<file path="config.mk">
export PLATFORM = sky130hd
export DESIGN_NAME = tcmb_cfg
export DESIGN_NICKNAME = d
export VERILOG_FILES = /design/src/rtl/tcmb_pkg.sv /design/src/rtl/tcmb_cfg.sv
export SDC_FILE = /design/constraint.sdc
export NUM_CORES = 1
export LEC_CHECK = 0
export ABC_AREA = 1
export ABC_CLOCK_PERIOD_IN_PS = 1410
export BUFFER_PORTS_ARGS = -buffer_cell sky130_fd_sc_hd__buf_2
export CORE_ASPECT_RATIO = 0.9
export CORE_MARGIN = 2
export CORE_UTILIZATION = 25
export CTS_CLUSTER_SIZE = 24
export DETAILED_ROUTE_END_ITERATION = 16
export PLACE_DENSITY = 0.47
export SYNTH_ARGS = -nofsm -noshare
export SYNTH_HDL_FRONTEND = slang
export SYNTH_SLANG_ARGS = --single-unit
</file>
<file path="constraint.sdc">
create_clock -name i_clk -period 1.41 [get_ports i_clk]
set_clock_uncertainty 0.15 [all_clocks]
set_input_delay 0.0705 -clock i_clk [delete_from_list [all_inputs] [get_ports i_clk]]
set_output_delay 0.0705 -clock i_clk [all_outputs]
set_load 0.005 [all_outputs]
</file>
<file path="src/rtl/tcmb_pkg.sv">
// ---------------------------------------------------------------------------
// tcmb_pkg
// Types, constants and arithmetic helpers for the texel modulate/blend block.
// ---------------------------------------------------------------------------
`default_nettype none

package tcmb_pkg;

    localparam int COORD_BITS   = 12;
    localparam int DIM_BITS     = 13;
    localparam int CH_BITS      = 8;
    localparam int NUM_CH       = 4;
    localparam int NUM_CORNERS  = 4;
    localparam int ALPHA_CH     = 3;
    localparam int CFG_IDX_BITS = 3;
    localparam int CFG_DATA_BITS = 32;
    localparam int CMP_BITS     = (COORD_BITS > DIM_BITS) ? COORD_BITS : DIM_BITS;

    // 0.16 weights; 1.0 needs the extra bit
    localparam int Q_BITS         = 16;
    localparam int WGT_BITS       = Q_BITS + 1;
    localparam int BLEND_SUM_BITS = CH_BITS + Q_BITS;
    localparam logic [WGT_BITS-1:0] ONE_Q16 = WGT_BITS'(1) << Q_BITS;

    // Pipeline layout
    localparam int DIV_STAGES   = 4;
    localparam int DIV_STEPS    = Q_BITS / DIV_STAGES;
    localparam int ST_DIV_FIRST = 1;
    localparam int ST_DIV_LAST  = DIV_STAGES;
    localparam int ST_LERP_V    = DIV_STAGES + 1;
    localparam int ST_LERP_H    = DIV_STAGES + 2;
    localparam int ST_OUT       = DIV_STAGES + 3;
    localparam int PIPE_DEPTH   = DIV_STAGES + 4;

    // Corner slots in the color table
    localparam int COR_LR = 0;
    localparam int COR_LL = 1;
    localparam int COR_UL = 2;
    localparam int COR_UR = 3;

    typedef enum logic [CFG_IDX_BITS-1:0] {
        REG_DRAW_MODE = 3'd0,
        REG_COLOR_LR  = 3'd1,
        REG_COLOR_LL  = 3'd2,
        REG_COLOR_UL  = 3'd3,
        REG_COLOR_UR  = 3'd4,
        REG_AREA_W    = 3'd5,
        REG_AREA_H    = 3'd6
    } t_reg_idx;

    // Color mode, draw_mode[2:1]; code 3 behaves as plain
    typedef enum logic [1:0] {
        CM_PLAIN  = 2'd0,
        CM_SINGLE = 2'd1,
        CM_CORNER = 2'd2
    } t_cmode;

    typedef logic [NUM_CH-1:0][CH_BITS-1:0] t_rgba;

    typedef struct packed {
        logic [2:0]                   draw_mode;
        logic [NUM_CORNERS-1:0][NUM_CH-1:0][CH_BITS-1:0] color;
        logic [DIM_BITS-1:0]          area_width;
        logic [DIM_BITS-1:0]          area_height;
    } t_cfg;

    typedef struct packed {
        logic [COORD_BITS-1:0] texel_col;
        logic [COORD_BITS-1:0] texel_row;
        logic [CH_BITS-1:0]    src_ch0;
        logic [CH_BITS-1:0]    src_ch1;
        logic [CH_BITS-1:0]    src_ch2;
        logic [CH_BITS-1:0]    src_alpha;
        logic [CH_BITS-1:0]    dst_ch0;
        logic [CH_BITS-1:0]    dst_ch1;
        logic [CH_BITS-1:0]    dst_ch2;
        logic [CH_BITS-1:0]    dst_alpha;
    } t_in_item;

    typedef struct packed {
        logic [CH_BITS-1:0] out_ch0;
        logic [CH_BITS-1:0] out_ch1;
        logic [CH_BITS-1:0] out_ch2;
        logic [CH_BITS-1:0] out_alpha;
        logic               write_enable;
    } t_out_item;

    // Texel and destination bytes riding down the pipe
    typedef struct packed {
        t_rgba src;
        t_rgba dst;
    } t_pix;

    // One restoring-division step: {quotient bit, new remainder}. rem < d.
    function automatic logic [DIM_BITS:0] div_step(
        input logic [DIM_BITS-1:0] rem,
        input logic [DIM_BITS-1:0] d
    );
        logic [DIM_BITS:0] t;
        logic [DIM_BITS:0] diff;
        t    = {rem, 1'b0};
        diff = t - {1'b0, d};
        if (t >= {1'b0, d}) begin
            return {1'b1, diff[DIM_BITS-1:0]};
        end else begin
            return {1'b0, t[DIM_BITS-1:0]};
        end
    endfunction

    // (a*w + b*(1-w)) >> 16, truncated
    function automatic logic [CH_BITS-1:0] blend_q16(
        input logic [CH_BITS-1:0]  a,
        input logic [CH_BITS-1:0]  b,
        input logic [WGT_BITS-1:0] w
    );
        logic [WGT_BITS-1:0]       wc;
        logic [BLEND_SUM_BITS-1:0] s;
        wc = ONE_Q16 - w;
        s  = BLEND_SUM_BITS'(a) * BLEND_SUM_BITS'(w)
           + BLEND_SUM_BITS'(b) * BLEND_SUM_BITS'(wc);
        return s[BLEND_SUM_BITS-1:Q_BITS];
    endfunction

endpackage

`default_nettype wire

</file>
<file path="src/rtl/tcmb_cfg.sv">
// ---------------------------------------------------------------------------
// tcmb_cfg
// Configuration register file: draw mode, corner colors, area size.
// ---------------------------------------------------------------------------
`default_nettype none

module tcmb_cfg (
    input  logic                              i_clk,
    input  logic                              i_rst_n,
    input  logic                              i_wr,
    input  logic [tcmb_pkg::CFG_IDX_BITS-1:0]  i_index,
    input  logic [tcmb_pkg::CFG_DATA_BITS-1:0] i_data,
    output tcmb_pkg::t_cfg                    o_cfg
);
    import tcmb_pkg::*;

    t_cfg r_cfg;

    always_ff @(posedge i_clk) begin
        if (!i_rst_n) begin
            r_cfg.draw_mode   <= '0;
            r_cfg.color       <= '1;
            r_cfg.area_width  <= DIM_BITS'(1);
            r_cfg.area_height <= DIM_BITS'(1);
        end else if (i_wr) begin
            unique case (i_index)
                REG_DRAW_MODE: r_cfg.draw_mode      <= i_data[2:0];
                REG_COLOR_LR:  r_cfg.color[COR_LR]  <= i_data;
                REG_COLOR_LL:  r_cfg.color[COR_LL]  <= i_data;
                REG_COLOR_UL:  r_cfg.color[COR_UL]  <= i_data;
                REG_COLOR_UR:  r_cfg.color[COR_UR]  <= i_data;
                REG_AREA_W:    r_cfg.area_width     <= i_data[DIM_BITS-1:0];
                REG_AREA_H:    r_cfg.area_height    <= i_data[DIM_BITS-1:0];
                default: ;  // unmapped index, dropped
            endcase
        end
    end

    assign o_cfg = r_cfg;

endmodule

`default_nettype wire

</file>
== Word-level counts from Yosys, hierarchy flattened ==
Cells that the tools add are included.

* Flip-flop bits (word level): 157
* Input bits: 38
* Output and inout port bits: 157

* Equal/unequal tests: 6
* Reduce and logical (&&, ||, !) cells: 8

{| class="wikitable"
|+ Operator list
! kind !! number
|-
| AND reduction 2 bit || 7
|-
| == test 3 bit (second input constant) || 3
|-
| == test 3 x 2 -> 1 bit (second input constant) || 2
|-
| == test 3 x 1 -> 1 bit (second input constant) || 1
|-
| zero test 3 bit || 1
|}

== Depth between registers and ports, before layout ==
* Depth after elaboration: 2
* Depth in mapped cells: 7
* Gate-level depth less buffers: 5

== Worst setup path after synthesis ==
Ideal clock, no wire load.

* Kind: input-to-reg
* Start point: input port i_index[1] (netlist name)
* End point: register r_cfg (netlist bit o_cfg[58])
* Setup time: 0.130 ns
* Arrival time: 0.796 ns
* Slack: 0.334 ns
* Stages: 7
* Path buffers: 2
* Path through: buf_4 inv_2 nor2_4 nand2_1 buf_2 nand2_1 nand3_1

* Cells in the longest elaborated chain, start to end: 2

{| class="wikitable"
|+ Ends and longest elaborated chain
! what !! RTL line !! source
|-
| start, declared || tcmb_cfg.sv:11 || <nowiki>input logic [tcmb_pkg::CFG_IDX_BITS-1:0] i_index,</nowiki>
|-
| == test 3 x 2 -> 1 bit || tcmb_cfg.sv:26 || <nowiki>unique case (i_index)</nowiki>
|-
| AND reduction 2 bit (no source line) || n/a ||
|-
| end, declared || tcmb_cfg.sv:17 || <nowiki>t_cfg r_cfg;</nowiki>
|}

Every way passes these cells.
A chain may end at the register's enable or synchronous reset.

==> results.yml <==
finish:
  ff_latch_area_um2: 3143
  largest_register_ffs: 157
  fillers: 2372
  diodes: 0
  syn2layout_area_growth_pct: 56.41
  fin_area_um2: 9082
  final_layout_size_suffix_gt1_share_pct: 24.21
  nNetsFinal: 1095
  multi_input_area_um2: 2308
yosys:
  yosysWarnings: 0
  synthMostInstantiatedCell: "nand3_1"
  synth_edf_count: 0
  netlist_instances: 751
  synth_common_cells: "253 x nand3_1, 198 x nand2_1, 157 x dfxtp_1, 56 x nor2_1, 27 x buf_2"
  ys_types: 14
  synth.largest_area_cell: "dfxtp_1"
  synth_nets: 789
  synth_flop_cell: "dfxtp_1"
  avgSynthCellArea_um2: 7.732
  synth_top_area_share_pct: 54.13
  seq_area_frac_synth_pct: 54.13
  syn_area_um2: 5807
  netlist_top_cells_area: "dfxtp_1 54%, nand3_1 22%, nand2_1 13%"
  async_reset_ff_share_pct: 0
  ys_ff_latch: 157
sta:
  setup_viol: 0
  fin_crit_ns: 1.391
  fmax_ghz: 0.7189
  tightest_slew_ns: 0.6313
  hold_viol_final: 0
  setup_ws_ns: 0.01903
  drv_slew: 0
  period_share_pct: 98.65
  final.setup.tns_ns: 0
  slew_headroom_pct: 57.92
  rsz0062_at_grt: "false"
  timing.hold.ws_ns: 0.02762
worst_hold_path:
  holdCritPathClass: "in -> reg"
floorplanning:
  die_area_um2: 24460
  die_height_um: 148.6
  num_io_pins: 195
  design.core.area_um2: 22640
  rows: 52
  start_util_pct: 25.65
  chipWidth_um: 164.7
power:
  power_w: 0.01056
  p_sw_w: 0.002797
  p_comb_share_pct: 11.2
  power_density_nw_per_um2: 1163
  power.leakage_nw: 4.028
  clkPwrFrac_pct: 44.5
  cell_internal_pwr_w: 0.007762
  switching_share_pct: 26.49
  peakVddDrop_mv: 0.6004
  power_frac_seq_pct: 44.3
job:
  cap_violations: 0
critical_path:
  cp-start-kind: "input pin"
  worstPathCellList: "dlygate4sd3_1 -> buf_4 -> nand3_1 -> nand3_1 -> dlygate4sd3_1"
  end_kind: "register"
  cp.required_ns: 1.56
  slowest_delay_ns: 0.57
  slowest_stage: "dlygate4sd3_1"
  crit_buf_inv: 3
  arrival_ns: 1.55
  path_class: "in -> reg"
  worstPathMaxFanout: 5
  cp_top_family: "buffers and inverters"
status:
  status: "completed"
global_route:
  grt_pass1_vias: 5944
  grt_pass1_wl_um: 34870
  grt_start_max_net_pins: 67
  antenna_found_initial: 0
  gr-usage-all-layers_pct: 18.66
  grt_overflow_total: 0
clock_tree:
  clk_pin_slew_ns: 0.07
  cts_tree: "done"
  cts_root_buffer: "clkbuf_16"
  clock_sinks: 157
  cts_max_level: 4
  cts_buffers: 17
  clk_latency_ns: 0.43
  clk_path_buf_depth: 2
routing:
  vias: 6177
  wl_um: 22560
  drc: 0
  vias_per_cell: 4.519
  drtIter0Drc: 383
  dr.pass1.iters: 5
  detail_route.wl_per_cell_um: 16.51
  antenna_left: 0
placed_design:
  gp_congestion: 0.7885
  port_buffers: 194
  place_ws_ns: 0.1098
  dpl_cell_area_um2: 7154
  dp_hpwl_um: 13880
-- power groups by stage --
stage | clock [W] | sequential (W) | combinational, W
after detailed placement | 0 | 0.00478 | 0.000959
after global routing | 0.00498 | 0.00469 | 0.00131
after CTS | 0.00484 | 0.00468 | 0.00118
after floorplan | 0 | 0.00479 | 0.000452
final | 0.00470 | 0.00468 | 0.00118
after global placement | 0 | 0.00478 | 0.000958
-- per-layer routing --
layer | vias up | routed length, um | GRT usage [%]
li1 | 3081 | - | -
met1 | 2922 | 10590 | 25.30
met2 | 162 | 10420 | 29.31
met3 | 12 | 1402 | 5.494
met4 | 0 | 144 | 4.304
met5 | - | 0 | 0
-- cells in the final DEF (no fill, tap or decap) --
cell            count
nand3_1           253
nand2_1           197
buf_2             188
dfxtp_1           157
dlygate4sd3_1     126
nor2_1             55
clkbuf_16          17
inv_1              15
buf_4              15
buf_12             10
nor2_4              6
clkinvlp_4          6
inv_6               5
dlymetal6s4s_1      5
inv_2               3
o21ai_0             2
bufinv_16           2
clkbuf_4            2
nand4_1             1
nand2_2             1
nor2_2              1
clkinv_2            1
clkinv_4            1
buf_6               1
-- final timing paths --
kind	from	end	slack (ns)	cells past startpoint
worst min-delay path	i_wr	o_cfg[23]$_SDFFE_PN0P_	0.03	5
worst max register to register	o_cfg[64]$_SDFFE_PN1P_	o_cfg[64]$_SDFFE_PN1P_	0.12	3
worst min register to register	o_cfg[139]$_SDFFE_PN1P_	o_cfg[139]$_SDFFE_PN1P_	0.30	2
worst max-delay path	i_data[4]	o_cfg[30]$_SDFFE_PN1P_	0.02	5
-- worst min-delay path: cells and delay by family --
family	cells	cell delay, ns
and+or+nand+nor	4	0.37
buffers and inverters	1	0.12
-- cell families after synthesis --
logic type	Yosys count	share of synthesized area, %
flops	157	54.13
buf+inv	78	6.464
simple gates	514	39.24
compound gates	2	0.1724
-- layout make-up --
type | instances | share of cell area [%]
multi-input combinational | 516 | 25.42
timing repair buffer | 347 | 28.67
inverter | 18 | 0.7439
sequential | 157 | 34.61
tap | 297 | 4.091
clock buffer | 17 | 4.684
clock inverter | 15 | 1.791
-- repair_timing --
item | 4_1_cts | 5_1_grt
hold buffers | 131 | 0
hold endpoints to repair | 155 | 0
resized for setup | 0 | 14
buffers inserted | 0 | 0
endpoints found under the setup margin | 0 | 78
-- metrics by stage --
stage	instances	util [%]
6_report	1367	40.11
2_1_floorplan	751	-
3_3_place_gp	1205	31.60
4_1_cts	1368	39.99
3_5_place_dp	1205	31.60
5_1_grt	1367	40.11
No activity file was read; power rests on OpenSTA's default activity.
