`src/rtl/tcmb_pkg.sv`:
```
// ---------------------------------------------------------------------------
// tcmb_pkg
// Types, constants and arithmetic helpers for the texel modulate/blend block.
// ---------------------------------------------------------------------------
`default_nettype none

package tcmb_pkg;

    localparam int COORD_BITS   = 12;
    localparam int DIM_BITS     = 13;
    localparam int CH_BITS      = 8;
    localparam int NUM_CH       = 4;
    localparam int NUM_CORNERS  = 4;
    localparam int ALPHA_CH     = 3;
    localparam int CFG_IDX_BITS = 3;
    localparam int CFG_DATA_BITS = 32;
    localparam int CMP_BITS     = (COORD_BITS > DIM_BITS) ? COORD_BITS : DIM_BITS;

    // 0.16 weights; 1.0 needs the extra bit
    localparam int Q_BITS         = 16;
    localparam int WGT_BITS       = Q_BITS + 1;
    localparam int BLEND_SUM_BITS = CH_BITS + Q_BITS;
    localparam logic [WGT_BITS-1:0] ONE_Q16 = WGT_BITS'(1) << Q_BITS;

    // Pipeline layout
    localparam int DIV_STAGES   = 4;
    localparam int DIV_STEPS    = Q_BITS / DIV_STAGES;
    localparam int ST_DIV_FIRST = 1;
    localparam int ST_DIV_LAST  = DIV_STAGES;
    localparam int ST_LERP_V    = DIV_STAGES + 1;
    localparam int ST_LERP_H    = DIV_STAGES + 2;
    localparam int ST_OUT       = DIV_STAGES + 3;
    localparam int PIPE_DEPTH   = DIV_STAGES + 4;

    // Corner slots in the color table
    localparam int COR_LR = 0;
    localparam int COR_LL = 1;
    localparam int COR_UL = 2;
    localparam int COR_UR = 3;

    typedef enum logic [CFG_IDX_BITS-1:0] {
        REG_DRAW_MODE = 3'd0,
        REG_COLOR_LR  = 3'd1,
        REG_COLOR_LL  = 3'd2,
        REG_COLOR_UL  = 3'd3,
        REG_COLOR_UR  = 3'd4,
        REG_AREA_W    = 3'd5,
        REG_AREA_H    = 3'd6
    } t_reg_idx;

    // Color mode, draw_mode[2:1]; code 3 behaves as plain
    typedef enum logic [1:0] {
        CM_PLAIN  = 2'd0,
        CM_SINGLE = 2'd1,
        CM_CORNER = 2'd2
    } t_cmode;

    typedef logic [NUM_CH-1:0][CH_BITS-1:0] t_rgba;

    typedef struct packed {
        logic [2:0]                   draw_mode;
        logic [NUM_CORNERS-1:0][NUM_CH-1:0][CH_BITS-1:0] color;
        logic [DIM_BITS-1:0]          area_width;
        logic [DIM_BITS-1:0]          area_height;
    } t_cfg;

    typedef struct packed {
        logic [COORD_BITS-1:0] texel_col;
        logic [COORD_BITS-1:0] texel_row;
        logic [CH_BITS-1:0]    src_ch0;
        logic [CH_BITS-1:0]    src_ch1;
        logic [CH_BITS-1:0]    src_ch2;
        logic [CH_BITS-1:0]    src_alpha;
        logic [CH_BITS-1:0]    dst_ch0;
        logic [CH_BITS-1:0]    dst_ch1;
        logic [CH_BITS-1:0]    dst_ch2;
        logic [CH_BITS-1:0]    dst_alpha;
    } t_in_item;

    typedef struct packed {
        logic [CH_BITS-1:0] out_ch0;
        logic [CH_BITS-1:0] out_ch1;
        logic [CH_BITS-1:0] out_ch2;
        logic [CH_BITS-1:0] out_alpha;
        logic               write_enable;
    } t_out_item;

    // Texel and destination bytes riding down the pipe
    typedef struct packed {
        t_rgba src;
        t_rgba dst;
    } t_pix;

    // One restoring-division step: {quotient bit, new remainder}. rem < d.
    function automatic logic [DIM_BITS:0] div_step(
        input logic [DIM_BITS-1:0] rem,
        input logic [DIM_BITS-1:0] d
    );
        logic [DIM_BITS:0] t;
        logic [DIM_BITS:0] diff;
        t    = {rem, 1'b0};
        diff = t - {1'b0, d};
        if (t >= {1'b0, d}) begin
            return {1'b1, diff[DIM_BITS-1:0]};
        end else begin
            return {1'b0, t[DIM_BITS-1:0]};
        end
    endfunction

    // (a*w + b*(1-w)) >> 16, truncated
    function automatic logic [CH_BITS-1:0] blend_q16(
        input logic [CH_BITS-1:0]  a,
        input logic [CH_BITS-1:0]  b,
        input logic [WGT_BITS-1:0] w
    );
        logic [WGT_BITS-1:0]       wc;
        logic [BLEND_SUM_BITS-1:0] s;
        wc = ONE_Q16 - w;
        s  = BLEND_SUM_BITS'(a) * BLEND_SUM_BITS'(w)
           + BLEND_SUM_BITS'(b) * BLEND_SUM_BITS'(wc);
        return s[BLEND_SUM_BITS-1:Q_BITS];
    endfunction

endpackage

`default_nettype wire

```
`src/rtl/tcmb_mix.sv`:
```
// ---------------------------------------------------------------------------
// tcmb_mix
// Texel modulation and destination blend; drives the output register.
// ---------------------------------------------------------------------------
`default_nettype none

module tcmb_mix (
    input  logic                i_clk,
    input  logic                i_adv,
    input  tcmb_pkg::t_cfg      i_cfg,
    input  tcmb_pkg::t_rgba     i_color,
    input  tcmb_pkg::t_pix      i_pix,
    output tcmb_pkg::t_out_item o_item
);
    import tcmb_pkg::*;

    t_cmode                 mode;
    logic                   blend_on;
    t_rgba                  modv;
    t_rgba                  res;
    logic                   we;
    logic [2*CH_BITS-1:0]   prod [NUM_CH];
    t_out_item              n_item;
    t_out_item              r_item;

    always_comb begin
        mode     = t_cmode'(i_cfg.draw_mode[2:1]);
        blend_on = i_cfg.draw_mode[0];
        for (int k = 0; k < NUM_CH; k++) begin
            prod[k] = '0;
            unique case (mode)
                CM_SINGLE: begin
                    prod[k] = (2*CH_BITS)'(i_pix.src[k])
                            * (2*CH_BITS)'(i_cfg.color[COR_LR][k]);
                    modv[k] = prod[k][2*CH_BITS-1:CH_BITS];
                end
                CM_CORNER: begin
                    prod[k] = (2*CH_BITS)'(i_pix.src[k]) * (2*CH_BITS)'(i_color[k]);
                    modv[k] = prod[k][2*CH_BITS-1:CH_BITS];
                end
                default: modv[k] = i_pix.src[k];  // plain, and the unused code
            endcase
        end

        priority if (!blend_on) begin
            res = modv;
            we  = 1'b1;
        end else if (modv[ALPHA_CH] == '0) begin
            res = i_pix.dst;            // transparent texel: no write
            we  = 1'b0;
        end else if (i_pix.dst[ALPHA_CH] == '0) begin
            res = modv;
            we  = 1'b1;
        end else begin
            for (int k = 0; k < NUM_CH; k++) begin
                res[k] = (modv[k] > i_pix.dst[k]) ? modv[k] : i_pix.dst[k];
            end
            we = 1'b1;
        end

        n_item.out_ch0      = res[0];
        n_item.out_ch1      = res[1];
        n_item.out_ch2      = res[2];
        n_item.out_alpha    = res[ALPHA_CH];
        n_item.write_enable = we;
    end

    always_ff @(posedge i_clk) begin
        if (i_adv) begin
            r_item <= n_item;
        end
    end

    assign o_item = r_item;

endmodule

`default_nettype wire

```
`config.mk`:
```
export PLATFORM = sky130hd
export DESIGN_NAME = tcmb_mix
export DESIGN_NICKNAME = d
export VERILOG_FILES = /design/src/rtl/tcmb_pkg.sv /design/src/rtl/tcmb_mix.sv
export SDC_FILE = /design/constraint.sdc
export NUM_CORES = 1
export LEC_CHECK = 0
export BUFFER_PORTS_ARGS = -buffer_cell sky130_fd_sc_hd__buf_2
export CAP_MARGIN = 20
export CORE_UTILIZATION = 25
export DETAILED_ROUTE_END_ITERATION = 7
export PLACE_DENSITY = 0.5
export SYNTH_ARGS = -nofsm -noshare
export SYNTH_HDL_FRONTEND = slang
export SYNTH_SLANG_ARGS = --single-unit
```
`constraint.sdc`:
```
create_clock -name i_clk -period 7.5 [get_ports i_clk]
set_input_delay 0.75 -clock i_clk [delete_from_list [all_inputs] [get_ports i_clk]]
set_output_delay 0.75 -clock i_clk [all_outputs]
set_load 0.02 [all_outputs]
```
==> Word-level counts from Yosys, hierarchy flattened <==
Cells that the tools add are included.
{ "classes": {"n_bitwise": 0, "div_mod_pow": 0, "n_eq_ne": 2, "shifts": 0, "n_lt_le_gt_ge": 4, "n_reduce_logical": 2, "mul": 8, "n_mux": 12, "addsub": 0} }
{ "ops": {"columns": ["cell", "count"], "rows": [
  ["$mul A8 B8 Y16", 8],
  ["$mux W32", 3],
  ["$pmux W8 S2", 4],
  ["$gt A8 B8 Y1", 4],
  ["$mux W8", 4],
  ["$logic_not A8 Y1", 2],
  ["$eq A2 B1 Y1 const B", 1],
  ["$eq A2 B2 Y1 const B", 1],
  ["$mux W1", 1]
]} }
{ "word_totals": {"mem_bits_ro": 0, "n_memories": 0, "word_cells": 33, "regBits": 33, "latchBits": 0, "in_bits": 255, "ramBits": 0} }

==> Depth between registers and ports, before layout <==
{ "depth": {"depth_word": 7, "mapped_depth": 29, "ltp_nobuf": 28} }

==> Least setup slack after synthesis <==
No wires, ideal clock.
{ "synth_path": {"path_type": "input port to flip-flop", "start": "in i_pix[53] (netlist bit)", "end": "reg r_item, in the netlist o_item[10] (data pin)", "path_slack_ns": 0.834, "n_path_buf": 1, "cell_stages": 23, "t_arrival_ns": 6.407, "setup_time_ns": 0.260, "cell_sequence": "clkbuf_1 and2_1 fa_1 fa_1 fa_1 inv_1 fa_1 inv_1 ha_1 and2_1 a221o_1 a221o_1 a41oi_1 nor2b_1 xnor2_1 a221oi_1 a21oi_1 ha_1 nand3_1 o21ai_0 a21oi_1 a31oi_4 mux2_2"} }
{ "synth_lines": {"columns": ["element", "line_no", "source"], "rows": [
  ["start, declared", "tcmb_mix.sv:12", "input tcmb_pkg::t_pix i_pix,"],
  ["end signal, assigned", "tcmb_mix.sv:70", "r_item <= n_item;"],
  ["end, declared", "tcmb_mix.sv:24", "t_out_item r_item;"]
]} }

==> flow_summary.yaml <==
layout:
  fillers: 7866
  final_common_cell: "inv_1"
  final_cell_mix: "417 x inv_1, 408 x and2_1, 297 x ha_1"
  final_area_sq_mm: 0.0206
  layout-drive-gt1-share_pct: 11.4
  regArea_sq_um: 991
  largest_register_ffs: 33
  multiInputGateArea_sq_mm: 0.0156
  nets: 3053
  area_growth_pct: 11.9
timing:
  tightest_slew_ns: 0.957
  slew_headroom_pct: 36.2
  fin_crit_sh_pct: 94.5
  max_freq_ghz: 0.141
  slew_viol_final: 0
  rsz0062_at_grt: "no"
  totalNegativeSetupSlack_ns: 0
  finalSetupViolCount: 0
  timing.final.crit_period_ns: 7.09
  hold_viol: 0
yosys:
  synthXorXnorAreaFrac_pct: 2.57
  avgSynthCellArea_sq_um: 8.90
  synth_seq_area_share_pct: 5.39
  yosysWarnings: 0
  async_flop_share_pct: 0
  syn_area_sq_mm: 0.0184
  ys_ff_latch: 33
  synth_compound_area_share_pct: 8.52
  syn_inst: 2063
  synth_top_family_by_area: "adder cells"
  mappedNetlistNets: 2896
  yosys.area_share.simple_pct: 21.0
  synthFlopType: "edfxtp_1"
  yosysUniqueCellTypes: 75
  synth-edff-count: 33
  synth_mux_area_share_pct: 1.80
  synthAdderAreaFrac_pct: 50.8
floorplanning:
  initial_utilization_pct: 25.2
  io_pins: 288
  die_w_um: 273
  die_y_um: 273
  design.die.area_sq_mm: 0.0746
  num_rows: 99
  coreArea_sq_mm: 0.0728
global_route:
  gr-total-overflow: 0
  grtUsageTotal_pct: 14.1
  grt_max_degree: 50
  grt_pass1_vias: 15663
  grt_pass1_wl_um: 83500
  antenna_found_initial: 9
cts:
  hold_buffers: 0
  max-clock-path-buffers: 2
  cts-root-buf: "clkbuf_16"
  numCtsBuffers: 5
  cts_num_sinks: 33
  worst_setup_hold_path_clk_slew_ns: 0.06
  cts_max_level: 2
  cts_tree: "done"
routing:
  drtIter0Drc: 529
  wl_per_cell_um: 16.2
  ant_nets: 0
  num_vias: 14453
  routed_wl_um: 51500
  dr.pass1.iters: 6
  drc_errors: 0
  vias_per_cell: 4.54
place:
  port_buffers: 165
  dpl_cell_area_sq_mm: 0.0204
  hpwl_um: 43400
  gp_congestion: 0.841
setup_path:
  required_ns: 7.54
  critPathBufInv: 4
  path_max_fanout: 17
  end_kind: "register"
  cp.arrival_ns: 7.12
  cpLargestDelayFamily: "adder cells"
  start_kind: "input port"
  crit_type: "input port to register"
  max_stage_delay_ns: 0.55
  path_common_cell: "fa_1"
  slowest_stage: "fa_1"
  path_cells: "buf_2 > and2_1 > fa_1 > fa_1 > fa_1 > inv_1 > fa_1 > inv_1 > ha_1 > and2_1 > a221o_1 > a221o_1 > a41oi_1 > nor2_1 > a211o_1 > a22oi_1 > o21ai_0 > ha_1 > nand3_1 > o21ai_0 > a21oi_1 > a31oi_4 > buf_12 > mux2_2"
pwr:
  p_seq_share_pct: 7.7
  p_clk_share_pct: 5.5
  p_leak_uw: 0.0105
  p_comb_share_pct: 86.9
  netSwitchingFraction_pct: 53.1
  peakVddDrop_v: 0.000108
  power_switching_uw: 2020
  internal_power_uw: 1780
  power_density_mw_per_mm2: 185
hold_path:
  hold_depth: 2
  hold_path_startpoint: "i_pix[12]"
  min_to: "o_item[21]"
  hold_class: "input port to register"
run_status:
  status: "completed"
run:
  cap_violations: 0
[kinds of logic after synthesis]
family / Yosys count
DFF: 33
buffers and inverters: 465
muxes: 30
xor gates and xnor gates: 54
AOI/OAI and AO/OA: 227
and+or+nand+nor: 676
adders and majority gates: 578
[cells in the mapped netlist (4+ instances only)]
master / number / area, sq um
inv_1: 417 / 1570
a22oi_1: 9 / 67.6
and3_1: 6 / 37.5
o21a_1: 6 / 45.0
nor3_1: 13 / 65.1
nor2_1: 29 / 109
o221ai_1: 5 / 43.8
a41oi_1: 4 / 35.0
a221o_1: 5 / 50.1
a21o_1: 20 / 150
fa_1: 280 / 5610
and2_2: 6 / 45.0
edfxtp_1: 33 / 991
nand3_1: 20 / 100
clkbuf_1: 40 / 150
a2111oi_0: 5 / 43.8
xnor2_1: 34 / 298
clkbuf_8: 6 / 82.6
a221oi_1: 9 / 78.8
xor2_1: 20 / 175
and2_1: 408 / 2550
o21ai_0: 55 / 275
nand4_1: 15 / 93.8
o22ai_1: 4 / 25.0
nand2b_1: 13 / 81.3
nor2b_1: 12 / 75.1
nand4b_1: 8 / 70.1
a21oi_1: 54 / 270
mux2_2: 20 / 225
ha_1: 298 / 3730
mux2i_1: 9 / 90.1
or3_1: 4 / 25.0
nand2_1: 126 / 473
a31oi_1: 12 / 75.1
[area by class of cell]
cell class / count / area share (%)
timing repair buffer: 198 / 5.28
antenna: 2 / 0.0244
clock inverter: 2 / 0.0548
tap: 959 / 5.84
inverter: 417 / 7.62
multi-input combinational: 1565 / 75.8
sequential: 33 / 4.82
clock buffer: 5 / 0.609
[power groups by stage]
| stage | Combinational [uW] | Sequential (uW) | Clock, uW |
|---|---|---|---|
| final | 3300 | 290 | 207 |
| after global routing | 3790 | 293 | 220 |
| after CTS | 3340 | 291 | 215 |
| after detailed placement | 3300 | 294 | 0 |
| after global placement | 3220 | 294 | 0 |
| after floorplan | 2360 | 328 | 0 |
[through the flow]
step	instances	util (%)	hold slack, ns	total power, uW	worst slack, ns
after CTS	3178	28.2	0.771	3850	0.309
after global routing	3180	28.2	0.792	4310	0.0660
after floorplan	2063	-	0.862	2690	0.834
final	3181	28.2	0.781	3790	0.415
after global placement	3171	28.0	1.07	3520	0.103
after detailed placement	3171	28.0	1.07	3600	0.0381
[how the worst max path moves through the flow]
stage | slack [ns] | startpoint | endpoint | cells past startpoint
after floorplan | 0.83 | i_pix[53] | o_item[10] | 23
final | 0.41 | i_pix[51] | o_item[15] | 24
after global routing | 0.07 | i_pix[51] | o_item[15] | 26
after detailed placement | 0.04 | i_pix[51] | o_item[15] | 23
after global placement | 0.10 | i_pix[51] | o_item[13] | 23
after CTS | 0.31 | i_pix[51] | o_item[15] | 23
[repair_timing]
item / 4_1_cts / 5_1_grt
gates resized for setup: 0 / 0
setup endpoints to repair: 0 / 5
buffers inserted: 0 / 1
[metal layers]
metal / track usage, % / share of wire (%) / up-vias
met5: 0 / 0.11 / -
met4: 2.85 / 2.1 / 10
met3: 2.21 / 5.4 / 55
met2: 23.7 / 46 / 318
met1: 19.0 / 46 / 7189
li1: - / - / 6881
Power figures use the tool's default switching activity.
