## src/rtl/tcmb_pkg.sv

```systemverilog
// ---------------------------------------------------------------------------
// tcmb_pkg
// Types, constants and arithmetic helpers for the texel modulate/blend block.
// ---------------------------------------------------------------------------
`default_nettype none

package tcmb_pkg;

    localparam int COORD_BITS   = 12;
    localparam int DIM_BITS     = 13;
    localparam int CH_BITS      = 8;
    localparam int NUM_CH       = 4;
    localparam int NUM_CORNERS  = 4;
    localparam int ALPHA_CH     = 3;
    localparam int CFG_IDX_BITS = 3;
    localparam int CFG_DATA_BITS = 32;
    localparam int CMP_BITS     = (COORD_BITS > DIM_BITS) ? COORD_BITS : DIM_BITS;

    // 0.16 weights; 1.0 needs the extra bit
    localparam int Q_BITS         = 16;
    localparam int WGT_BITS       = Q_BITS + 1;
    localparam int BLEND_SUM_BITS = CH_BITS + Q_BITS;
    localparam logic [WGT_BITS-1:0] ONE_Q16 = WGT_BITS'(1) << Q_BITS;

    // Pipeline layout
    localparam int DIV_STAGES   = 4;
    localparam int DIV_STEPS    = Q_BITS / DIV_STAGES;
    localparam int ST_DIV_FIRST = 1;
    localparam int ST_DIV_LAST  = DIV_STAGES;
    localparam int ST_LERP_V    = DIV_STAGES + 1;
    localparam int ST_LERP_H    = DIV_STAGES + 2;
    localparam int ST_OUT       = DIV_STAGES + 3;
    localparam int PIPE_DEPTH   = DIV_STAGES + 4;

    // Corner slots in the color table
    localparam int COR_LR = 0;
    localparam int COR_LL = 1;
    localparam int COR_UL = 2;
    localparam int COR_UR = 3;

    typedef enum logic [CFG_IDX_BITS-1:0] {
        REG_DRAW_MODE = 3'd0,
        REG_COLOR_LR  = 3'd1,
        REG_COLOR_LL  = 3'd2,
        REG_COLOR_UL  = 3'd3,
        REG_COLOR_UR  = 3'd4,
        REG_AREA_W    = 3'd5,
        REG_AREA_H    = 3'd6
    } t_reg_idx;

    // Color mode, draw_mode[2:1]; code 3 behaves as plain
    typedef enum logic [1:0] {
        CM_PLAIN  = 2'd0,
        CM_SINGLE = 2'd1,
        CM_CORNER = 2'd2
    } t_cmode;

    typedef logic [NUM_CH-1:0][CH_BITS-1:0] t_rgba;

    typedef struct packed {
        logic [2:0]                   draw_mode;
        logic [NUM_CORNERS-1:0][NUM_CH-1:0][CH_BITS-1:0] color;
        logic [DIM_BITS-1:0]          area_width;
        logic [DIM_BITS-1:0]          area_height;
    } t_cfg;

    typedef struct packed {
        logic [COORD_BITS-1:0] texel_col;
        logic [COORD_BITS-1:0] texel_row;
        logic [CH_BITS-1:0]    src_ch0;
        logic [CH_BITS-1:0]    src_ch1;
        logic [CH_BITS-1:0]    src_ch2;
        logic [CH_BITS-1:0]    src_alpha;
        logic [CH_BITS-1:0]    dst_ch0;
        logic [CH_BITS-1:0]    dst_ch1;
        logic [CH_BITS-1:0]    dst_ch2;
        logic [CH_BITS-1:0]    dst_alpha;
    } t_in_item;

    typedef struct packed {
        logic [CH_BITS-1:0] out_ch0;
        logic [CH_BITS-1:0] out_ch1;
        logic [CH_BITS-1:0] out_ch2;
        logic [CH_BITS-1:0] out_alpha;
        logic               write_enable;
    } t_out_item;

    // Texel and destination bytes riding down the pipe
    typedef struct packed {
        t_rgba src;
        t_rgba dst;
    } t_pix;

    // One restoring-division step: {quotient bit, new remainder}. rem < d.
    function automatic logic [DIM_BITS:0] div_step(
        input logic [DIM_BITS-1:0] rem,
        input logic [DIM_BITS-1:0] d
    );
        logic [DIM_BITS:0] t;
        logic [DIM_BITS:0] diff;
        t    = {rem, 1'b0};
        diff = t - {1'b0, d};
        if (t >= {1'b0, d}) begin
            return {1'b1, diff[DIM_BITS-1:0]};
        end else begin
            return {1'b0, t[DIM_BITS-1:0]};
        end
    endfunction

    // (a*w + b*(1-w)) >> 16, truncated
    function automatic logic [CH_BITS-1:0] blend_q16(
        input logic [CH_BITS-1:0]  a,
        input logic [CH_BITS-1:0]  b,
        input logic [WGT_BITS-1:0] w
    );
        logic [WGT_BITS-1:0]       wc;
        logic [BLEND_SUM_BITS-1:0] s;
        wc = ONE_Q16 - w;
        s  = BLEND_SUM_BITS'(a) * BLEND_SUM_BITS'(w)
           + BLEND_SUM_BITS'(b) * BLEND_SUM_BITS'(wc);
        return s[BLEND_SUM_BITS-1:Q_BITS];
    endfunction

endpackage

`default_nettype wire

```

## src/rtl/tcmb_wdiv.sv

```systemverilog
// ---------------------------------------------------------------------------
// tcmb_wdiv
// Pipelined 0.16 weight divider: floor(coord * 65536 / dim), saturating at 1.0.
// ---------------------------------------------------------------------------
`default_nettype none

module tcmb_wdiv (
    input  logic                              i_clk,
    input  logic [tcmb_pkg::DIV_STAGES-1:0]   i_adv,
    input  logic [tcmb_pkg::COORD_BITS-1:0]   i_coord,
    input  logic [tcmb_pkg::DIM_BITS-1:0]     i_dim,
    output logic [tcmb_pkg::WGT_BITS-1:0]     o_weight
);
    import tcmb_pkg::*;

    logic [DIM_BITS-1:0] d_eff;
    logic [CMP_BITS-1:0] c_ext;
    logic [CMP_BITS-1:0] d_ext;

    logic [DIM_BITS-1:0] in_rem [DIV_STAGES];
    logic [Q_BITS-1:0]   in_q   [DIV_STAGES];
    logic [DIV_STAGES-1:0] in_sat;

    logic [DIM_BITS-1:0] n_rem [DIV_STAGES];
    logic [Q_BITS-1:0]   n_q   [DIV_STAGES];
    logic [DIM_BITS:0]   step_t;

    logic [DIM_BITS-1:0] r_rem [DIV_STAGES];
    logic [Q_BITS-1:0]   r_q   [DIV_STAGES];
    logic [DIV_STAGES-1:0] r_sat;

    // zero size acts as one; a coordinate at or past the size saturates
    always_comb begin
        d_eff = (i_dim == '0) ? DIM_BITS'(1) : i_dim;
        c_ext = CMP_BITS'(i_coord);
        d_ext = CMP_BITS'(d_eff);
    end

    always_comb begin
        in_rem[0] = c_ext[DIM_BITS-1:0];
        in_q[0]   = '0;
        in_sat[0] = (c_ext >= d_ext);
        for (int s = 1; s < DIV_STAGES; s++) begin
            in_rem[s] = r_rem[s-1];
            in_q[s]   = r_q[s-1];
            in_sat[s] = r_sat[s-1];
        end
    end

    // DIV_STEPS quotient bits per stage, MSB first
    always_comb begin
        step_t = '0;
        for (int s = 0; s < DIV_STAGES; s++) begin
            n_rem[s] = in_rem[s];
            n_q[s]   = in_q[s];
            for (int j = 0; j < DIV_STEPS; j++) begin
                step_t   = div_step(n_rem[s], d_eff);
                n_rem[s] = step_t[DIM_BITS-1:0];
                n_q[s]   = {n_q[s][Q_BITS-2:0], step_t[DIM_BITS]};
            end
        end
    end

    always_ff @(posedge i_clk) begin
        for (int s = 0; s < DIV_STAGES; s++) begin
            if (i_adv[s]) begin
                r_rem[s] <= n_rem[s];
                r_q[s]   <= n_q[s];
                r_sat[s] <= in_sat[s];
            end
        end
    end

    assign o_weight = r_sat[DIV_STAGES-1] ? ONE_Q16 : {1'b0, r_q[DIV_STAGES-1]};

endmodule

`default_nettype wire

```

## config.mk

```make
export PLATFORM = sky130hd
export DESIGN_NAME = tcmb_wdiv
export DESIGN_NICKNAME = d
export VERILOG_FILES = /design/src/rtl/tcmb_pkg.sv /design/src/rtl/tcmb_wdiv.sv
export SDC_FILE = /design/constraint.sdc
export NUM_CORES = 1
export LEC_CHECK = 0
export ABC_AREA = 1
export BUFFER_PORTS_ARGS = -buffer_cell sky130_fd_sc_hd__buf_2
export CAP_MARGIN = 15
export CORE_UTILIZATION = 65
export CTS_BUF_LIST = sky130_fd_sc_hd__clkbuf_4 sky130_fd_sc_hd__clkbuf_8
export DETAILED_ROUTE_END_ITERATION = 10
export GPL_TIMING_DRIVEN = 0
export PLACE_DENSITY = 0.83
export SLEW_MARGIN = 10
export SYNTH_ARGS = -nofsm -noshare
export SYNTH_HDL_FRONTEND = slang
export SYNTH_SLANG_ARGS = --single-unit
```

## constraint.sdc

```tcl
create_clock -name i_clk -period 9 [get_ports i_clk]
set_input_delay 0.45 -clock i_clk [delete_from_list [all_inputs] [get_ports i_clk]]
set_output_delay 0.45 -clock i_clk [all_outputs]
set_load 0.03 [all_outputs]
```

# After elaboration in Yosys (flattened, before gate mapping)
# Memory sizes are Yosys's and may differ from the RTL's.
# Cells that the tools add are included.
word_totals:
  ff_bits: 4
  wordCells: 66
  n_memories: 2
  ramBits: 116
  output_inout_bits: 17
memory_table:
  columns: ["name", "words", "width", "read_ports", "rd_ports_with_merged_regs", "write_ports", "line_no", "source"]
  rows:
  - ["r_q", 4, 16, 4, 0, 4, "tcmb_wdiv.sv:29", "logic [Q_BITS-1:0] r_q [DIV_STAGES];"]
  - ["r_rem", 4, 13, 3, 0, 4, "tcmb_wdiv.sv:28", "logic [DIM_BITS-1:0] r_rem [DIV_STAGES];"]
op_classes:
  n_reduce_logical: 1
  muxes: 26
  n_lt_le_gt_ge: 17
  add_sub_neg: 16
ops:
  columns: ["operator", "count"]
  rows:
  - ["$mux 14", 16]
  - ["$ge 14x13->1", 15]
  - ["$sub 13x13->13", 16]
  - ["$mux 17", 1]
  - ["$ge 12x13->1", 1]
  - ["$ge 13x13->1", 1]
  - ["$logic_not 13->1", 1]
  - ["$mux 13", 1]
  - ["$mux 1", 8]

# Logic depth before layout (Yosys ltp)
# Gate-level depths: netlist (run 1).
logic_depth:
  word_depth: 10
  depth_mapped: 58
  depth_no_buf: 52

# Least setup slack after synthesis (run 1)
# No wires, ideal clock.
synth_timing:
  kind: "in2reg"
  from: "in i_dim[8] in the netlist's numbering"
  to: "mem r_rem[1][11], data pin"
  setup_time_ns: 0.252
  required_time_ns: 8.748
  stages: 53
  path_slack_ns: 0.983
  arrival_time_ns: 7.765
  path_cell_list: "inv_1 nand3_1 nor2_2 nand2_4 nand2_2 buf_4 inv_1 clkbuf_1 fa_1 nand2_1 nand2_2 a21boi_2 or2_1 nand3_2 inv_2 buf_2 nand2_1 o21ai_0 (+17 left out) nand3_1 a21oi_1 nand2_1 nor2_4 buf_4 nand2_1 o21ai_0 ha_1 a21oi_1 a21boi_0 o21ai_1 a21boi_0 o21ai_1 a21oi_1 o21bai_1 xor2_1 nand2_1 nand2_1"
synth_lines:
  columns: ["item", "line_no", "source"]
  rows:
  - ["start: declaration", "tcmb_wdiv.sv:11", "input logic [tcmb_pkg::DIM_BITS-1:0] i_dim,"]
  - ["end: declaration", "tcmb_wdiv.sv:28", null]

==> flow_summary.yaml, run 1 <==
cells_and_area:
  final_util_pct: 71.9
  final_cell_mix: "nand2_1 (613), inv_1 (234), ha_1 (203)"
  syn2layout_area_growth_pct: 7.91
  num-nets-final: 2411
  final_common_cell: "nand2_1"
  antenna_cells: 0
  drive_above_1_share_pct: 9.98
logic_synthesis:
  yosys-top-cells-area: "ha_1 (18%), edfxtp_1 (18%), nand2_1 (16%)"
  yosys_warnings: 0
  synth-async-reset-ratio_pct: 0
  synth_top_area_share_pct: 18.4
  syn_avg_cell_area_sq_um: 6.71
  ys_seq_area_share_pct: 17.7
  syn_nets: 2336
  ys_ff_latch: 83
  synth_area_sq_mm: 0.0141
  synth_top_area_cell: "ha_1"
  synth_flop_cell: "edfxtp_1"
  synth.distinct_cells: 51
  synth_edf_count: 83
  syn-instance-count: 2095
route:
  drc: 0
  wire_per_inst_um: 16.1
  viasPerCell: 5.84
  via_count: 14300
  drt_iter0_drc: 1081
  ant_nets: 0
  first_pass_iters: 5
  detail_route.wirelength_um: 39500
floorplanning:
  dieArea_sq_mm: 0.0222
  start_util_pct: 66.6
  rows: 53
  coreArea_sq_mm: 0.0211
  pin_count: 47
  die_x_um: 149
  die_height_um: 149
sta:
  fin_skew_ns: 0.0121
  slew_headroom_pct: 18.4
  fin_crit_sh_pct: 95.0
  rsz0062_at_grt: "true"
  worst_pin_slew_ns: 1.22
  period_needed_ns: 8.55
  slew_viol_final: 0
  setup_viol: 0
  final_hold_viol_count: 0
  max_freq_ghz: 0.117
worst_setup_path:
  worst-path-max-fanout: 19
  crit_top_cell: "nand2_1"
  worst_ep_arrival_time_ns: 8.68
  cp-end-kind: "register"
  criticalPathCategory: "primary input to register"
  startpoint_type: "primary input"
  slowest_delay_ns: 0.48
  cpMaxStageDelayCell: "o311ai_1"
  cp_data_required_time_ns: 9.13
global_routing:
  grt_pass1_vias: 13200
  track_usage_pct: 35.5
  grt_pass1_wl_um: 62800
  grt-ovfl-total: 0
  grt_start_max_net_pins: 27
  antenna_found_initial: 0
clock_network:
  clk_pin_slew_ns: 0.09
  cts_root_buffer: "clkbuf_8"
  clock_path_buffers: 2
  clock_sinks: 83
  cts_made_buffers: 9
  worst_skew_pair.late_latency_ns: 0.38
  cts-htree-levels: 3
  cts_tree: "built"
placement:
  port_buffers: 46
  dpl.hpwl_um: 30000
  gp_congestion: 0.947
worst_hold_path:
  hp-class: "register to register"
job:
  maxCapViolCount: 0
run_status:
  status: "completed"
[final timing paths]
| check | from | endpoint | slack, ns | cells after the start |
|---|---|---|---|---|
| max | i_dim[1] | r_rem[0][3] | 0.45 | 50 |
| min | r_q[0][1] | r_q[1][5] | 0.43 | 0 |
| max reg2reg | r_rem[0][1] | r_rem[1][11] | 1.28 | 47 |
| min reg2reg | r_q[0][1] | r_q[1][5] | 0.43 | 0 |
[sequential cells by signal, summed over array words and instances (netlist names)]
register	cells
r_q	40
r_rem	39
r_sat	4
[worst max-delay path: cells and delay by family]
| family | cells | cell delay (ns) |
|---|---|---|
| AO/OA/AOI/OAI | 12 | 2.51 |
| AND/OR/NAND/NOR | 21 | 2.22 |
| buffers and inverters | 12 | 1.84 |
| adder cells (fa/ha/maj) | 4 | 1.51 |
| XOR/XNOR | 1 | 0.08 |
[cells in the mapped netlist (all sizes together) (13+ instances only)]
master	instances
nor2	119
edfxtp	83
nor3	15
o21bai	13
nand4	19
nand3	130
a21oi	177
buf	30
o21ai	151
nand2	638
inv	252
a21o	24
xnor2	67
ha	207
xor2	85
[cells by family after synthesis]
group                    share of synthesized area (%)
AND/OR/NAND/NOR                                   28.6
AO/OA/AOI/OAI                                     16.7
buffers and inverters                             8.44
adder cells (fa/ha/maj)                           19.0
XOR/XNOR                                          9.47
flip-flops                                        17.7
[layout make-up]
type	instances	area, sq um
multi-input combinational	1724	10500
tap	275	344
sequential	83	2490
clock buffer	9	124
inverter	253	986
timing repair buffer	64	365
buffer	35	292
fill	1818	5920
clock inverter	7	73.8
[routing by layer]
| layer | wire, um | up-vias | track usage [%] |
|---|---|---|---|
| met5 | 0 | - | 0 |
| met4 | 1420 | 0 | 14.0 |
| met3 | 2780 | 107 | 4.25 |
| met2 | 18400 | 520 | 60.5 |
| met1 | 16900 | 6504 | 45.6 |
| li1 | - | 7187 | - |
[repair_timing]
action | 4_1_cts | 5_1_grt
gates resized for setup | 12 | 71
hold buffers | 0 | 0
setup endpoints to repair | 43 | 43
setup buffers | 4 | 14
pin swaps | 1 | 14
[metrics by stage]
stage / worst slack (ns) / std cells / instance area (sq um) / TNS, ns / hold WS [ns]
after global placement: -1.59 / 2416 / 14600 / -58.06 / 0.401
after detailed placement: -1.72 / 2416 / 14600 / -63.41 / 0.405
after CTS: 0.0248 / 2436 / 14900 / 0 / 0.426
after floorplan: 0.983 / 2095 / 14100 / 0 / 0.400
final: 0.451 / 2450 / 15200 / 0 / 0.426
after global routing: -0.0572 / 2450 / 15200 / -0.434 / 0.438
Power of run 1 is left out: the tool's default activity adds up to more than one toggle a clock period on the data nets, which glitch-free logic cannot reach.
==> inputs of run 2 (changes only) <==
- CTS_BUF_LIST: sky130_fd_sc_hd__clkbuf_4 sky130_fd_sc_hd__clkbuf_8 -> sky130_fd_sc_hd__clkbuf_8 sky130_fd_sc_hd__clkbuf_16
- PLACE_DENSITY: 0.83 -> unset
- PLACE_DENSITY_LB_ADDON: unset -> 0.15
- clock period: 9 -> 8.05 ns (I/O delays scaled with it)
==> flow_summary.yaml, run 2 (synthesis gave the netlist of run 1 again) <==
run_status:
  status: "completed"
sta:
  max_freq_ghz: 0.128
  slew_viol_final: 0
  worst_pin_slew_ns: 0.919
  slew_headroom_pct: 38.7
  fin_ws_ns: 0.226
  fin_skew_ns: 0.0155
  final_hold_viol_count: 0
  fin_crit_sh_pct: 97.2
  setup_viol: 0
  period_needed_ns: 7.82
route:
  wire_per_inst_um: 17.1
  wl_met3_um: 3530
  drt_iter0_drc: 1354
  met1_length_um: 18300
  ant_nets: 0
  detail_route.wirelength_um: 43300
  viasPerCell: 5.90
  highest_layer: "met4"
  first_pass_iters: 6
  drc: 0
  wl_met2_um: 19600
  via_count: 14900
floorplanning:
  rows: 53
  die_height_um: 149
  pin_count: 47
  coreArea_sq_mm: 0.0211
  dieArea_sq_mm: 0.0222
  start_util_pct: 66.6
  die_x_um: 149
cells_and_area:
  regMostFlops: "r_q"
  syn2layout_area_growth_pct: 17.4
  antenna_cells: 0
  final_cell_mix: "nand2_1 (606), inv_1 (227), ha_1 (186)"
  drive_above_1_share_pct: 16.5
  num-nets-final: 2493
  largestRegisters: "r_q: 40 flops, r_rem: 39 flops, r_sat: 4 flops"
  final_common_cell: "nand2_1"
  largest_reg_flops: 40
  fill_cells: 1551
clock_network:
  cts-htree-levels: 3
  clock_sinks: 83
  cts_tree: "built"
  cts_root_buffer: "clkbuf_16"
  cts_made_buffers: 9
  ctsHoldBuffers: 0
  clk_pin_slew_ns: 0.07
  clock_path_buffers: 2
  worst_skew_pair.late_latency_ns: 0.36
worst_setup_path:
  slowest_delay_ns: 0.40
  critPathBufInv: 11
  cp-end-kind: "register"
  cp_data_required_time_ns: 8.15
  worst_ep_arrival_time_ns: 7.93
  startpoint_type: "primary input"
  cpMaxStageDelayCell: "ha_1"
  path_delay_family: "simple AND/OR/NAND/NOR gates"
  criticalPathCategory: "primary input to register"
  reg2reg_setup_slack_ns: 0.74
  crit_top_cell: "nand2_1"
  worst-path-max-fanout: 15
global_routing:
  track_usage_pct: 37.6
  grt-ovfl-total: 0
  grt_start_max_net_pins: 27
  grt_pass1_vias: 13700
  antenna_found_initial: 0
  grt_pass1_wl_um: 66000
job:
  maxCapViolCount: 0
placement:
  dpl.hpwl_um: 29600
  gp_congestion: 0.948
  dp_worst_setup_slack_ns: -2.60
  port_buffers: 46
worst_hold_path:
  hp-class: "register to register"
[run 2: cell types whose count changed in the layout (fill, tap and decap cells not counted), moves of 6 or more]
cell | before | now
buf_4 | 29 | 102
o21ai_0 | 109 | 90
ha_1 | 203 | 186
ha_4 | 1 | 18
a21oi_1 | 167 | 151
a21oi_2 | 10 | 26
clkbuf_8 | 10 | 0
clkbuf_16 | 0 | 9
buf_6 | 9 | 17
o21ai_1 | 28 | 36
inv_1 | 234 | 227
nand2_1 | 613 | 606
o21ai_2 | 14 | 21
clkinvlp_4 | 6 | 12
[run 2: cell type report]
class / count / area [sq um] / share of cell area (%)
multi-input combinational: 1724 / 11000 / 66.5
timing repair buffer: 146 / 985 / 5.97
inverter: 253 / 1020 / 6.16
clock inverter: 7 / 92.6 / 0.561
sequential: 83 / 2490 / 15.1
buffer: 35 / 379 / 2.30
tap: 275 / 344 / 2.09
clock buffer: 9 / 225 / 1.36
[run 2: through the flow]
stage,setup TNS (ns),instance area (sq um),hold WS (ns),instances,utilization (%)
after global placement,-99.30,14600,0.401,2416,69.4
after floorplan,0,14100,0.400,2095,-
final,0,16500,0.413,2532,78.2
after global routing,-3.10,16500,0.423,2532,78.2
after detailed placement,-104.60,14600,0.405,2416,69.4
after CTS,0,15400,0.419,2461,73.2
[run 2: path summary, 6_finish.rpt]
| kind | from | to | cells after the start |
|---|---|---|---|
| worst min register to register | r_q[2][11] | r_q[3][15] | 0 |
| worst min-delay path | r_q[2][11] | r_q[3][15] | 0 |
| worst max register to register | r_rem[0][2] | r_rem[1][11] | 46 |
| worst max-delay path | i_dim[8] | r_rem[1][11] | 55 |
[run 2: repair_timing]
item | in CTS | in global routing
cloned | 0 | 0
setup buffers | 29 | 71
hold endpoints to repair | 0 | 0
pin swaps | 17 | 48
endpoints found under the setup margin | 46 | 43
gates resized for setup | 85 | 134
[run 2: routing by layer]
layer / up-vias / GRT usage [%]
li1: 7366 / -
met1: 6807 / 48.5
met2: 630 / 62.1
met3: 127 / 6.64
met4: 0 / 14.8
met5: - / 0
Power of run 2 is left out for the same reason.
==> inputs of run 3 (changes only) <==
--- a/config.mk
+++ b/config.mk
@@ -10,6 +10,5 @@
 export CAP_MARGIN = 15
-export CORE_UTILIZATION = 65
+export CORE_UTILIZATION = 54
 export CTS_BUF_LIST = sky130_fd_sc_hd__clkbuf_8 sky130_fd_sc_hd__clkbuf_16
 export DETAILED_ROUTE_END_ITERATION = 10
-export GPL_TIMING_DRIVEN = 0
 export PLACE_DENSITY_LB_ADDON = 0.15
--- a/constraint.sdc
+++ b/constraint.sdc
@@ -3,2 +3,2 @@
 set_output_delay 0.4025 -clock i_clk [all_outputs]
-set_load 0.03 [all_outputs]
+set_load 0.005 [all_outputs]
==> flow_summary.yaml, run 3 (synthesis gave the netlist of run 1 again) <==
global_routing:
  antenna_found_initial: 0
  track_usage_pct: 32.2
  grt_pass1_wl_um: 67300
  grt_pass1_vias: 13200
  grt_start_max_net_pins: 27
  grt-ovfl-total: 0
clock_network:
  cts_made_buffers: 9
  clock_path_buffers: 2
  cts_root_buffer: "clkbuf_16"
  worst_skew_pair.late_latency_ns: 0.36
  cts-htree-levels: 3
  clk_pin_slew_ns: 0.08
  ctsHoldBuffers: 0
  cts_tree: "built"
  clock_sinks: 83
placement:
  place_area_sq_mm: 0.0151
  dpl.hpwl_um: 34100
  gp_congestion: 0.985
  port_buffers: 46
floorplanning:
  pin_count: 47
  dieArea_sq_mm: 0.0267
  rows: 58
  die_x_um: 163
  die_height_um: 163
  coreArea_sq_mm: 0.0253
  start_util_pct: 55.5
worst_setup_path:
  slowest_delay_ns: 0.43
  worst-path-max-fanout: 16
  startpoint_type: "primary input"
  cp-end-kind: "register"
  criticalPathCategory: "primary input to register"
  crit_top_cell: "nand2_1"
  rr_worst_depth: 43
  path_delay_family: "simple AND/OR/NAND/NOR gates"
  cp_data_required_time_ns: 8.26
  path_depth: 47
  critPathBufInv: 8
  cpMaxStageDelayCell: "fa_1"
  worst_ep_arrival_time_ns: 7.88
cells_and_area:
  final_util_pct: 62.0
  final_area_sq_mm: 0.0157
  num-nets-final: 2449
  regMostFlops: "r_q"
  final_common_cell: "nand2_1"
  fill_cells: 2416
  final_cell_mix: "nand2_1 (610), inv_1 (238), ha_1 (204)"
  largestRegisters: "r_q: 40 flops, r_rem: 39 flops, r_sat: 4 flops"
  syn2layout_area_growth_pct: 11.8
  drive_above_1_share_pct: 11.8
  largest_reg_flops: 40
route:
  drc: 0
  detail_route.wirelength_um: 43100
  drt_iter0_drc: 1046
  via_count: 14300
  wire_per_inst_um: 17.0
  viasPerCell: 5.60
  first_pass_iters: 7
  ant_nets: 0
worst_hold_path:
  whs_path_depth: 0
  hp-class: "register to register"
job:
  maxCapViolCount: 0
sta:
  final_hold_viol_count: 0
  slew_headroom_pct: 38.9
  fin_skew_ns: 0.0156
  setup_viol: 0
  slew_viol_final: 0
  fin_crit_sh_pct: 95.2
  worst_pin_slew_ns: 0.915
  period_needed_ns: 7.67
  max_freq_ghz: 0.130
run_status:
  status: "completed"
run 3: cell types whose count changed in the layout (fill, tap and decap cells not counted), moves of 6 or more:
cell | before | now
o21ai_0 | 90 | 109
buf_4 | 102 | 84
ha_1 | 186 | 204
ha_4 | 18 | 2
buf_6 | 17 | 3
a21oi_2 | 26 | 14
a21oi_1 | 151 | 162
inv_1 | 227 | 238
o21ai_2 | 21 | 11
clkinvlp_4 | 12 | 3
buf_8 | 6 | 0
run 3: per-layer routing:
layer | vias up | share of wire, % | GRT usage, %
li1 | 7259 | - | -
met1 | 6508 | 45 | 43.0
met2 | 416 | 46 | 54.3
met3 | 68 | 6.1 | 3.81
met4 | 0 | 2.6 | 8.92
met5 | - | 0 | 0
run 3: final timing paths:
path / from / slack (ns) / end
worst max register to register: r_rem[1][11] / 0.78 / r_rem[2][7]
worst min register to register: r_q[2][6] / 0.40 / r_q[3][10]
worst min-delay path: r_q[2][6] / 0.40 / r_q[3][10]
worst max-delay path: i_dim[8] / 0.38 / r_rem[1][10]
run 3: metrics by stage:
step | worst slack (ns) | hold slack, ns | cells | TNS, ns
2_1_floorplan | 0.0803 | 0.400 | 2095 | 0
3_3_place_gp | -0.277 | 0.401 | 2515 | -3.72
3_5_place_dp | -0.288 | 0.405 | 2515 | -5.68
4_1_cts | 0.00853 | 0.409 | 2531 | 0
5_1_grt | -0.0977 | 0.414 | 2543 | -1.32
6_report | 0.384 | 0.403 | 2544 | 0
run 3: layout make-up:
| cell class | count | area (sq um) | share of cell area [%] |
|---|---|---|---|
| Multi-Input combinational cell | 1727 | 10600 | 67.5 |
| Clock inverter | 7 | 101 | 0.645 |
| Antenna cell | 1 | 2.50 | 0.0159 |
| Inverter | 253 | 958 | 6.10 |
| Tap cell | 330 | 413 | 2.63 |
| Sequential cell | 83 | 2490 | 15.9 |
| Clock buffer | 9 | 225 | 1.43 |
| Timing Repair Buffer | 134 | 915 | 5.82 |
run 3: what timing repair did:
action / in CTS / in global routing
resized for setup: 0 / 72
buffers inserted: 0 / 9
endpoints found under the setup margin: 0 / 43
Power of run 3 is left out for the same reason.
